**config.mk**
```make
export PLATFORM = sky130hd
export DESIGN_NAME = burst_fire_zero_cross_modulator
export DESIGN_NICKNAME = d
export VERILOG_FILES = /design/src/hw/rtl/bfzc_pkg.sv /design/src/hw/rtl/burst_fire_zero_cross_modulator.sv
export SDC_FILE = /design/constraint.sdc
export NUM_CORES = 1
export LEC_CHECK = 0
export CORE_MARGIN = 1.5
export CORE_UTILIZATION = 50
export CTS_CLUSTER_DIAMETER = 200
export CTS_CLUSTER_SIZE = 16
export DETAILED_ROUTE_END_ITERATION = 12
export DONT_BUFFER_PORTS = 1
export PLACE_DENSITY = 0.74
export SYNTH_ARGS = -nofsm -noshare
export SYNTH_HDL_FRONTEND = slang
export SYNTH_SLANG_ARGS = --single-unit
```
**constraint.sdc**
```tcl
create_clock -name clk -period 8 [get_ports clk]
set_clock_uncertainty 0.1 [all_clocks]
set_input_delay 0.8 -clock clk [delete_from_list [all_inputs] [get_ports clk]]
set_output_delay 0.8 -clock clk [all_outputs]
set_load 0.005 [all_outputs]
```
**src/hw/rtl/bfzc_pkg.sv**
```systemverilog
// Package for the zero-cross burst-fire modulator: widths, mode constants
// and the burst pattern table. No dependencies.
package bfzc_pkg;

  localparam int unsigned POWER_W    = 8;
  localparam int unsigned MODE_W     = 4;
  localparam int unsigned SLOT_W     = 4;
  localparam int unsigned REM_W      = 4;
  localparam int unsigned TOTAL_W    = 9;
  localparam int unsigned QUOT_W     = 5;

  localparam int unsigned MODE_STEP  = 15;
  localparam int unsigned MODE_MAX   = 8;
  localparam int unsigned SLOT_COUNT = 9;

  // Reciprocal of the mode step, scaled by 2**RECIP_SHIFT; exact for totals below 290
  localparam int unsigned RECIP_SHIFT = 14;
  localparam int unsigned RECIP_MULT  = 1093;
  localparam int unsigned RECIP_W     = 11;

  // One row per mode, bit n is the drive level for slot n
  localparam logic [SLOT_COUNT-1:0] BURST_ROWS [MODE_MAX+1] = '{
    9'b000000000,
    9'b000010000,
    9'b001000100,
    9'b001010010,
    9'b010101010,
    9'b110110101,
    9'b111011101,
    9'b111110111,
    9'b111111111
  };

  // Look up the drive level; out-of-range mode or slot reads as off
  function automatic logic burst_level(input logic [MODE_W-1:0] mode,
                                       input logic [SLOT_W-1:0] slot);
    logic [SLOT_COUNT-1:0] row;
    logic                  lvl;
    row = '0;
    lvl = 1'b0;
    if ((32'(mode) <= MODE_MAX) && (32'(slot) < SLOT_COUNT)) begin
      row = BURST_ROWS[mode];
      lvl = row[slot];
    end
    return lvl;
  endfunction

endpackage

```
**src/hw/rtl/burst_fire_zero_cross_modulator.sv**
```systemverilog
// Top level of the zero-cross burst-fire power modulator.
// Depends on bfzc_pkg for widths, the mode step and the burst pattern table.
//
// Usage:
//   Input channel (in_valid / in_stall): one transaction per 1 ms tick with
//   line_crossed, fault_present, relay_allows_heat and power_level.
//   Output channel (out_valid / out_stall): one transaction per tick with
//   opto_on, mode_now and round_done.
//   Config channel (cfg_valid / cfg_ready): writes forced_power from cfg_data;
//   cfg_ready is always high. Write only while the block is idle.
//   The result is registered and appears in the cycle after the input is accepted.
//   Throughput: one tick per cycle while the receiver does not stall; all state update is one pass of logic
//   (a constant-reciprocal divide by 15 and a table lookup) into the state
//   and result registers.
//   When the receiver stalls, the result register holds and in_stall rises,
//   so no further tick is taken until the result is delivered.
//   Reset: the modulator state is cleared (output off, mode 0, first round
//   runs all off), forced_power is zero and the output channel is empty.
module burst_fire_zero_cross_modulator
  import bfzc_pkg::*;
(
  input  logic               clk,
  input  logic               rst,
  // input ticks
  input  logic               in_valid,
  output logic               in_stall,
  input  logic               line_crossed,
  input  logic               fault_present,
  input  logic               relay_allows_heat,
  input  logic [POWER_W-1:0] power_level,
  // results
  output logic               out_valid,
  input  logic               out_stall,
  output logic               opto_on,
  output logic [MODE_W-1:0]  mode_now,
  output logic               round_done,
  // configuration
  input  logic               cfg_valid,
  output logic               cfg_ready,
  input  logic [POWER_W-1:0] cfg_data
);

  logic [POWER_W-1:0] forced_power;
  logic [SLOT_W-1:0]  slot_index, slot_index_next;
  logic               offset_phase, offset_phase_next;
  logic               refresh_pending, refresh_pending_next;
  logic [MODE_W-1:0]  pattern_mode, pattern_mode_next;
  logic [REM_W-1:0]   carry_remainder, carry_remainder_next;
  logic               output_level, output_level_next;
  logic               done_next;

  logic                       in_accept;
  logic                       heat_ok;
  logic [POWER_W-1:0]         power_sel;
  logic [TOTAL_W-1:0]         total;
  logic [TOTAL_W+RECIP_W-1:0] quot_prod;
  logic [QUOT_W-1:0]          quot;
  logic [TOTAL_W-1:0]         quot_times_step;
  logic [TOTAL_W-1:0]         rem_full;
  logic [MODE_W-1:0]          use_mode;
  logic [SLOT_W-1:0]          slot_inc;

  assign cfg_ready = 1'b1;
  assign in_stall  = out_valid & out_stall;
  assign in_accept = in_valid & ~in_stall;

  // Pick the power source and split it into mode and carried remainder
  assign heat_ok         = ~fault_present & ((forced_power != '0) | relay_allows_heat);
  assign power_sel       = (forced_power != '0) ? forced_power : power_level;
  assign total           = TOTAL_W'(power_sel) + TOTAL_W'(carry_remainder);
  assign quot_prod       = TOTAL_W'(total) * RECIP_W'(RECIP_MULT);
  assign quot            = quot_prod[RECIP_SHIFT +: QUOT_W];
  assign quot_times_step = TOTAL_W'(quot) * TOTAL_W'(MODE_STEP);
  assign rem_full        = total - quot_times_step;
  assign slot_inc        = slot_index + SLOT_W'(1);

  // Next state for one tick
  always_comb begin
    slot_index_next      = slot_index;
    offset_phase_next    = offset_phase;
    refresh_pending_next = refresh_pending;
    pattern_mode_next    = pattern_mode;
    carry_remainder_next = carry_remainder;
    output_level_next    = output_level;
    done_next            = 1'b0;
    use_mode             = pattern_mode;
    if (line_crossed) begin
      if (heat_ok) begin
        // refresh the mode at the first crossing of a new round
        if (refresh_pending) begin
          carry_remainder_next = rem_full[REM_W-1:0];
          if (32'(quot) > MODE_MAX) begin
            use_mode = MODE_W'(MODE_MAX);
          end else begin
            use_mode = quot[MODE_W-1:0];
          end
          pattern_mode_next    = use_mode;
          refresh_pending_next = 1'b0;
        end
        output_level_next = burst_level(use_mode, slot_index);
        // advance the slot and close the round at its end
        slot_index_next = slot_inc;
        if (offset_phase) begin
          if (32'(slot_inc) == SLOT_COUNT) begin
            slot_index_next      = '0;
            offset_phase_next    = 1'b0;
            refresh_pending_next = 1'b1;
            done_next            = 1'b1;
          end
        end else if (32'(slot_inc) == SLOT_COUNT - 1) begin
          slot_index_next      = SLOT_W'(1);
          offset_phase_next    = 1'b1;
          refresh_pending_next = 1'b1;
          done_next            = 1'b1;
        end
      end else begin
        // drop everything when heating is not permitted
        slot_index_next      = '0;
        offset_phase_next    = 1'b0;
        refresh_pending_next = 1'b0;
        pattern_mode_next    = '0;
        carry_remainder_next = '0;
        output_level_next    = 1'b0;
      end
    end
  end

  // Hold the configuration register
  always_ff @(posedge clk) begin
    if (rst) begin
      forced_power <= '0;
    end else if (cfg_valid && cfg_ready) begin
      forced_power <= cfg_data;
    end
  end

  // Update modulator state on each accepted transaction
  always_ff @(posedge clk) begin
    if (rst) begin
      slot_index      <= '0;
      offset_phase    <= 1'b0;
      refresh_pending <= 1'b0;
      pattern_mode    <= '0;
      carry_remainder <= '0;
      output_level    <= 1'b0;
    end else if (in_accept) begin
      slot_index      <= slot_index_next;
      offset_phase    <= offset_phase_next;
      refresh_pending <= refresh_pending_next;
      pattern_mode    <= pattern_mode_next;
      carry_remainder <= carry_remainder_next;
      output_level    <= output_level_next;
    end
  end

  // Track the output register occupancy
  always_ff @(posedge clk) begin
    if (rst) begin
      out_valid <= 1'b0;
    end else if (in_accept) begin
      out_valid <= 1'b1;
    end else if (!out_stall) begin
      out_valid <= 1'b0;
    end
  end

  // Load the result payload
  always_ff @(posedge clk) begin
    if (in_accept) begin
      opto_on    <= output_level_next;
      mode_now   <= pattern_mode_next;
      round_done <= done_next;
    end
  end

endmodule

```
== Word-level counts from Yosys, hierarchy flattened ==
Memory sizes are Yosys's and may differ from the RTL's.
Cells that the tools add are included.

* ROM bits: 144
* Memories kept: 1
* Register bits: 30
* Output and inout bits: 9

{| class="wikitable"
|+ Memory list
! memory !! words !! width !! rd ports !! clocked after memory_dff !! write ports !! line !! source
|-
| (name not given) || 16 || 9 || 1 || 0 || 0 || bfzc_pkg.sv:42 || <nowiki>row = BURST_ROWS[mode];</nowiki>
|}

* Multiplexer cells: 29
* Add/sub/neg operators: 3
* Magnitude comparators: 5
* Reduce and logical (&&, ||, !) cells: 4
* Multipliers: 2
* Eq/ne operators: 4
* Bitwise logic cells: 7

{| class="wikitable"
|+ Operators with widths
! operator !! number
|-
| 2-to-1 mux 4 bit || 12
|-
| multiplier 9 x 11 -> 19 bit (second input constant) || 1
|-
| 2-to-1 mux 9 bit || 2
|-
| 2-to-1 mux 1 bit || 13
|-
| adder 8 x 4 -> 9 bit || 1
|-
| equality test 4 bit (second input constant) || 2
|-
| 2-to-1 mux 8 bit || 1
|-
| nonzero test 8 bit || 1
|-
| >= comparator 5 bit (second input constant) || 1
|-
| > comparator 5 x 4 -> 1 bit (second input constant) || 1
|-
| < comparator 4 x 5 -> 1 bit (second input constant) || 1
|-
| multiplier 5 x 4 -> 4 bit (second input constant) || 1
|-
| NOT 4 -> 5 bit || 1
|-
| adder 4 x 1 -> 4 bit (second input constant) || 1
|-
| binary-select mux 1 bit (select 4 bit) || 1
|-
| <= comparator 4 bit (second input constant) || 1
|-
| < comparator 4 bit (second input constant) || 1
|-
| subtractor 4 bit || 1
|-
| AND 1 bit || 3
|-
| AND reduction 3 bit || 1
|-
| != test 2 x 1 -> 1 bit (second input constant) || 1
|-
| != test 2 bit (second input constant) || 1
|-
| NOT 1 bit || 2
|-
| AND reduction 2 bit || 1
|-
| 2 further kinds || 2
|}

== Depth between registers and ports, before layout ==
* Word-level depth: 18
* Depth in mapped cells: 35
* Depth with buffers taken out: 34

== Worst setup path after synthesis ==
OpenSTA, ideal clock, no wires.

* Kind: flip-flop to flip-flop
* Start: register forced_power[1]
* End: register carry_remainder[3]
* Setup slack: 0.898 ns
* Path buffers: 1
* Period minus slack after synthesis: 7.102 ns
* Arrival: 6.874 ns
* Setup time: 0.128 ns
* Cell stages (with the launch flop): 34
* Path through: dfxtp_1 nor4_1 and2_1 buf_6 a21o_1 ha_1 inv_1 fa_1 nor2b_1 o21ai_0 a21oi_1 or4b_4 inv_1 ha_1 inv_1 fa_1 inv_1 fa_1 ha_1 a211o_1 a41oi_1 a21boi_0 xnor2_1 ha_1 inv_1 fa_1 ha_1 a21o_1 a21oi_1 xnor2_1 xnor2_1 xnor2_1 a32oi_1 nor2_1

* Cells in the longest elaborated chain, start to end: 8
* Elaborated cells on any way between the ends: 12

{| class="wikitable"
|+ RTL lines
! element !! line !! source
|-
| from (decl) || burst_fire_zero_cross_modulator.sv:43 || <nowiki>logic [POWER_W-1:0] forced_power;</nowiki>
|-
| from (signal assigned) || burst_fire_zero_cross_modulator.sv:133 || <nowiki>forced_power <= cfg_data;</nowiki>
|-
| nonzero test 8 bit || burst_fire_zero_cross_modulator.sv:68, burst_fire_zero_cross_modulator.sv:69 ||
|-
| 2-to-1 mux 8 bit || burst_fire_zero_cross_modulator.sv:69 || <nowiki>assign power_sel = (forced_power != '0) ? forced_power : power_level;</nowiki>
|-
| adder 8 x 4 -> 9 bit || burst_fire_zero_cross_modulator.sv:70 || <nowiki>assign total = TOTAL_W'(power_sel) + TOTAL_W'(carry_remainder);</nowiki>
|-
| multiplier 9 x 11 -> 19 bit || burst_fire_zero_cross_modulator.sv:71 || <nowiki>assign quot_prod = TOTAL_W'(total) * RECIP_W'(RECIP_MULT);</nowiki>
|-
| multiplier 5 x 4 -> 4 bit || burst_fire_zero_cross_modulator.sv:73 || <nowiki>assign quot_times_step = TOTAL_W'(quot) * TOTAL_W'(MODE_STEP);</nowiki>
|-
| subtractor 4 bit || burst_fire_zero_cross_modulator.sv:74 || <nowiki>assign rem_full = total - quot_times_step;</nowiki>
|-
| 2-to-1 mux 4 bit || burst_fire_zero_cross_modulator.sv:90 || <nowiki>if (refresh_pending) begin</nowiki>
|-
| 2-to-1 mux 4 bit || burst_fire_zero_cross_modulator.sv:88 || <nowiki>if (heat_ok) begin</nowiki>
|-
| to (signal assigned) || burst_fire_zero_cross_modulator.sv:151 || <nowiki>carry_remainder <= carry_remainder_next;</nowiki>
|-
| to (decl) || burst_fire_zero_cross_modulator.sv:48 || <nowiki>logic [REM_W-1:0] carry_remainder, carry_remainder_next;</nowiki>
|}

Parallel ways exist; a longest one is shown, timed or not. The select of a mux whose other input is x is not followed.
A chain may end at the register's enable or synchronous reset.

== Worst setup path after layout ==
* Start: register forced_power[7]
* End: register carry_remainder[3]

Same word-level chain as after synthesis.

==> metrics.md <==
| Metric | Value |
|---|---|
| 1st-iter DRT viols | `roughly 140` |
| CP peak stage delay | `slightly above 500 ps` |
| Post-layout min period | `~7500 ps` |
| Critical path type | `flop to flop` |
| Largest net degree at the start of global routing | `26` |
| Routability cong. | `0.888` |
| Worst skew pair latency | `280 ps` |
| Area growth syn-to-layout | `7.22%` |
| Starting density of the core | `roughly 53%` |
| Cts hold-fix bufs | `0` |
| Netlist cell types | `54` |
| Synth top area share | `between 20% and 30%` |
| Share of layout cells above drive strength 1 | `7.67%` |
| Peak VDD IR | `between 150 and 200 uV` |
| Status | `completed` |
| Dpl ws | `~150 ps` |
| Vias in the first global route | `approximately 2.4k` |
| Crit path launch type | `flop` |
| Relative slew slack | `a little under two fifths` |
| Sw Pwr | `roughly 0.00019 W` |
| Routed WL per cell | `around 15 um` |
| Vias | `roughly 2.4k` |
| Dpl cell area | `just under 3000 sq um` |
| Mapped Area | `just under 3000 sq um` |
| Syn nets | `about 420` |
| Largest cells by area after synthesis | `ha_1 (20%), dfxtp_1 (16%), fa_1 (6.2%)` |
| Total track usage | `a little over a fifth` |
| Core box area | `between 5000 and 6000 sq um` |
| Net Sw Frac | `between 30% and 40%` |
| HP Class | `flop to flop` |
| Total of warnings raised by yosys | `0` |
| Clock slew at reported path FFs | `about 70 ps` |
| Final instance area | `3140 sq um` |
| Clock Sink Count | `30` |
| RSZ-0062 raised after global routing | `no` |
| DP HPWL | `roughly 5.0 mm` |
| I/O pin count | `33` |
| Critical Path RT | `~8100 ps` |
| CP Max Fanout | `6` |
| Comb pwr share | `~44%` |
| WL final | `around 6.2 mm` |
| Flops & latches, synth | `30` |
| Final Net Count | `418` |
| TritonCTS clock tree | `done` |
| Setup TNS | `0 ps` |
| Die X | `a little under 80 um` |
| Grt ovf | `0` |
| Synth Instances | `338` |
| Max cap viols | `0` |
| CP Capture Type | `flop` |
| Avg Cell Area, Syn | `roughly 8.7 sq um` |
| First-pass GRT wire length | `10.9 mm` |
| Fmax | `~0.13 GHz` |
| Cell accounting for the most synthesized area | `ha_1` |
| Slowest-stage cell, CP | `or4b_4` |
| Residual DRC | `0` |
| Drt first pass iters | `4` |
| Num rows | `27` |
| Core Util, Final | `a little under three fifths` |
| Post-route ant nets | `0` |
| Initial antenna violation count | `0` |
| Pleak | `around 1.5 nW` |
| Via/cell ratio | `5.75` |
| Final Setup Violations | `0` |
| P per Cell Area | `roughly 170 nW/um^2` |
| Antenna cells | `0` |
| R2r setup slk | `between 400 and 500 ps` |
| Num CTS Buffers | `5` |
| Fin crit share | `between 90% and 100%` |
| Clk pwr share | `between 20% and 30%` |
| Sequential area share after synthesis | `22.6%` |
| Power Total | `0.000536 W` |
| Clock Path Buffers | `2` |
| Pins Over Slew Limit | `0` |
| IO buf count | `0` |
| Htree depth | `2` |
| Number of synthesized flops with an enable pin | `6` |
| Worst slew pin tran | `~940 ps` |
| Share of synthesized registers carrying an async set or reset | `0%` |
| Fin worst setup slack | `497 ps` |
| Crit path DAT | `about 7600 ps` |
| Seq pwr share | `between 30% and 40%` |
| Final Hold Vio Count | `0` |
| Die ar. | `around 6300 sq um` |
| Ys flop type | `dfxtp_1` |
| Die height | `about 80 um` |
| Pint | `between 0.0003 and 0.0004 W` |
| Root Buffer | `clkbuf_8` |
[synth_stat cells (4+ instances only)]
cell / n
ha_1: 47
inv_1: 37
nor2_1: 37
dfxtp_1: 24
a21oi_1: 18
xnor2_1: 18
nand2_1: 14
a21o_1: 11
clkbuf_1: 10
fa_1: 9
mux2i_1: 9
a22oi_1: 6
a31oi_1: 6
edfxtp_1: 6
nand3b_1: 6
a32oi_1: 5
nand4_1: 5
nor3_1: 5
o21ai_0: 5
o22ai_1: 5
xor2_1: 5
nand3_1: 4
[what timing repair did]
action                                  in CTS  in global routing
resized for setup                            0                  7
endpoints found under the hold margin        0                  0
buffers inserted                             0                  4
endpoints found under the setup margin       0                  3
[worst max-delay path: cells and delay by family, from the launching register on]
family / cells / cell delay [ps]
adders and majority gates: 9 / 2900
and+or+nand+nor: 8 / 2010
AOI/OAI and AO/OA: 6 / 930
xor gates and xnor gates: 4 / 740
buffers and inverters: 5 / 380
DFF: 1 / 350
[cell families (layout without fill, tap and decap cells)]
logic type / count (synthesis) / count (layout) / share of synthesized area (%)
multiplexers: 9 / 9 / 3.08
AND/OR/NAND/NOR: 92 / 92 / 16.1
adder cells (fa/ha/maj): 56 / 56 / 26.2
buffers and inverters: 51 / 52 / 6.97
flip-flops: 30 / 30 / 22.6
other: 1 / 1 / 0.128
AO/OA/AOI/OAI: 76 / 76 / 18.0
XOR/XNOR: 23 / 23 / 6.88
[layer usage]
metal | wire [um] | vias to the layer above | GRT usage [%]
met3 | 394 | 10 | 6.17
met2 | 2760 | 69 | 33.7
met1 | 3020 | 1086 | 29.8
met5 | 0 | - | 0
met4 | 70 | 0 | 4.56
li1 | - | 1198 | -
[power groups by stage]
stage               Sequential, W  Combinational (W)  Clock [W]
global route             0.000163           0.000269   0.000145
CTS                      0.000162           0.000227   0.000139
global placement         0.000166           0.000216          0
floorplan                0.000164           0.000185          0
detailed placement       0.000166           0.000225          0
finish                   0.000163           0.000236   0.000137
[flip-flops by register name (all words and copies together), names as in the netlist]
name             cells
forced_power         8
carry_remainder      4
mode_now             4
pattern_mode         4
slot_index           4
offset_phase         1
opto_on              1
out_valid            1
output_level         1
refresh_pending      1
round_done           1
[per-stage QoR]
stage / cells / hold WS, ps
floorplan: 338 / 352
global placement: 399 / 360
detailed placement: 399 / 385
CTS: 407 / 397
global route: 411 / 431
finish: 411 / 390
[layout by cell type (no fill, tap or decap), types with 9 or more instances in the layout]
cell type and count:
ha_1 47, a21oi_1 18, xnor2_1 17, inv_1 37
nand2_1 14, nor2_1 37, a21o_1 11, fa_1 9
mux2i_1 9, dfxtp_1 24
[final cells by class]
| type | instances | area [sq um] |
|---|---|---|
| fillers | 509 | 2430 |
| multi-input cells | 257 | 2100 |
| flip-flops and latches | 30 | 661 |
| inverters | 39 | 148 |
| clock buffers | 6 | 93.8 |
| well taps | 72 | 90.1 |
| repair buffers | 5 | 37.5 |
| clock inverters | 2 | 10.0 |
[path summary, 6_finish.rpt]
path	start	depth (start not counted)	endpoint
worst max-delay path	forced_power[7]	32	carry_remainder[3]
worst min-delay path	output_level	2	output_level
worst max register to register	forced_power[7]	32	carry_remainder[3]
worst min register to register	output_level	2	output_level
Note: power is estimated with default switching activity, not from simulation.
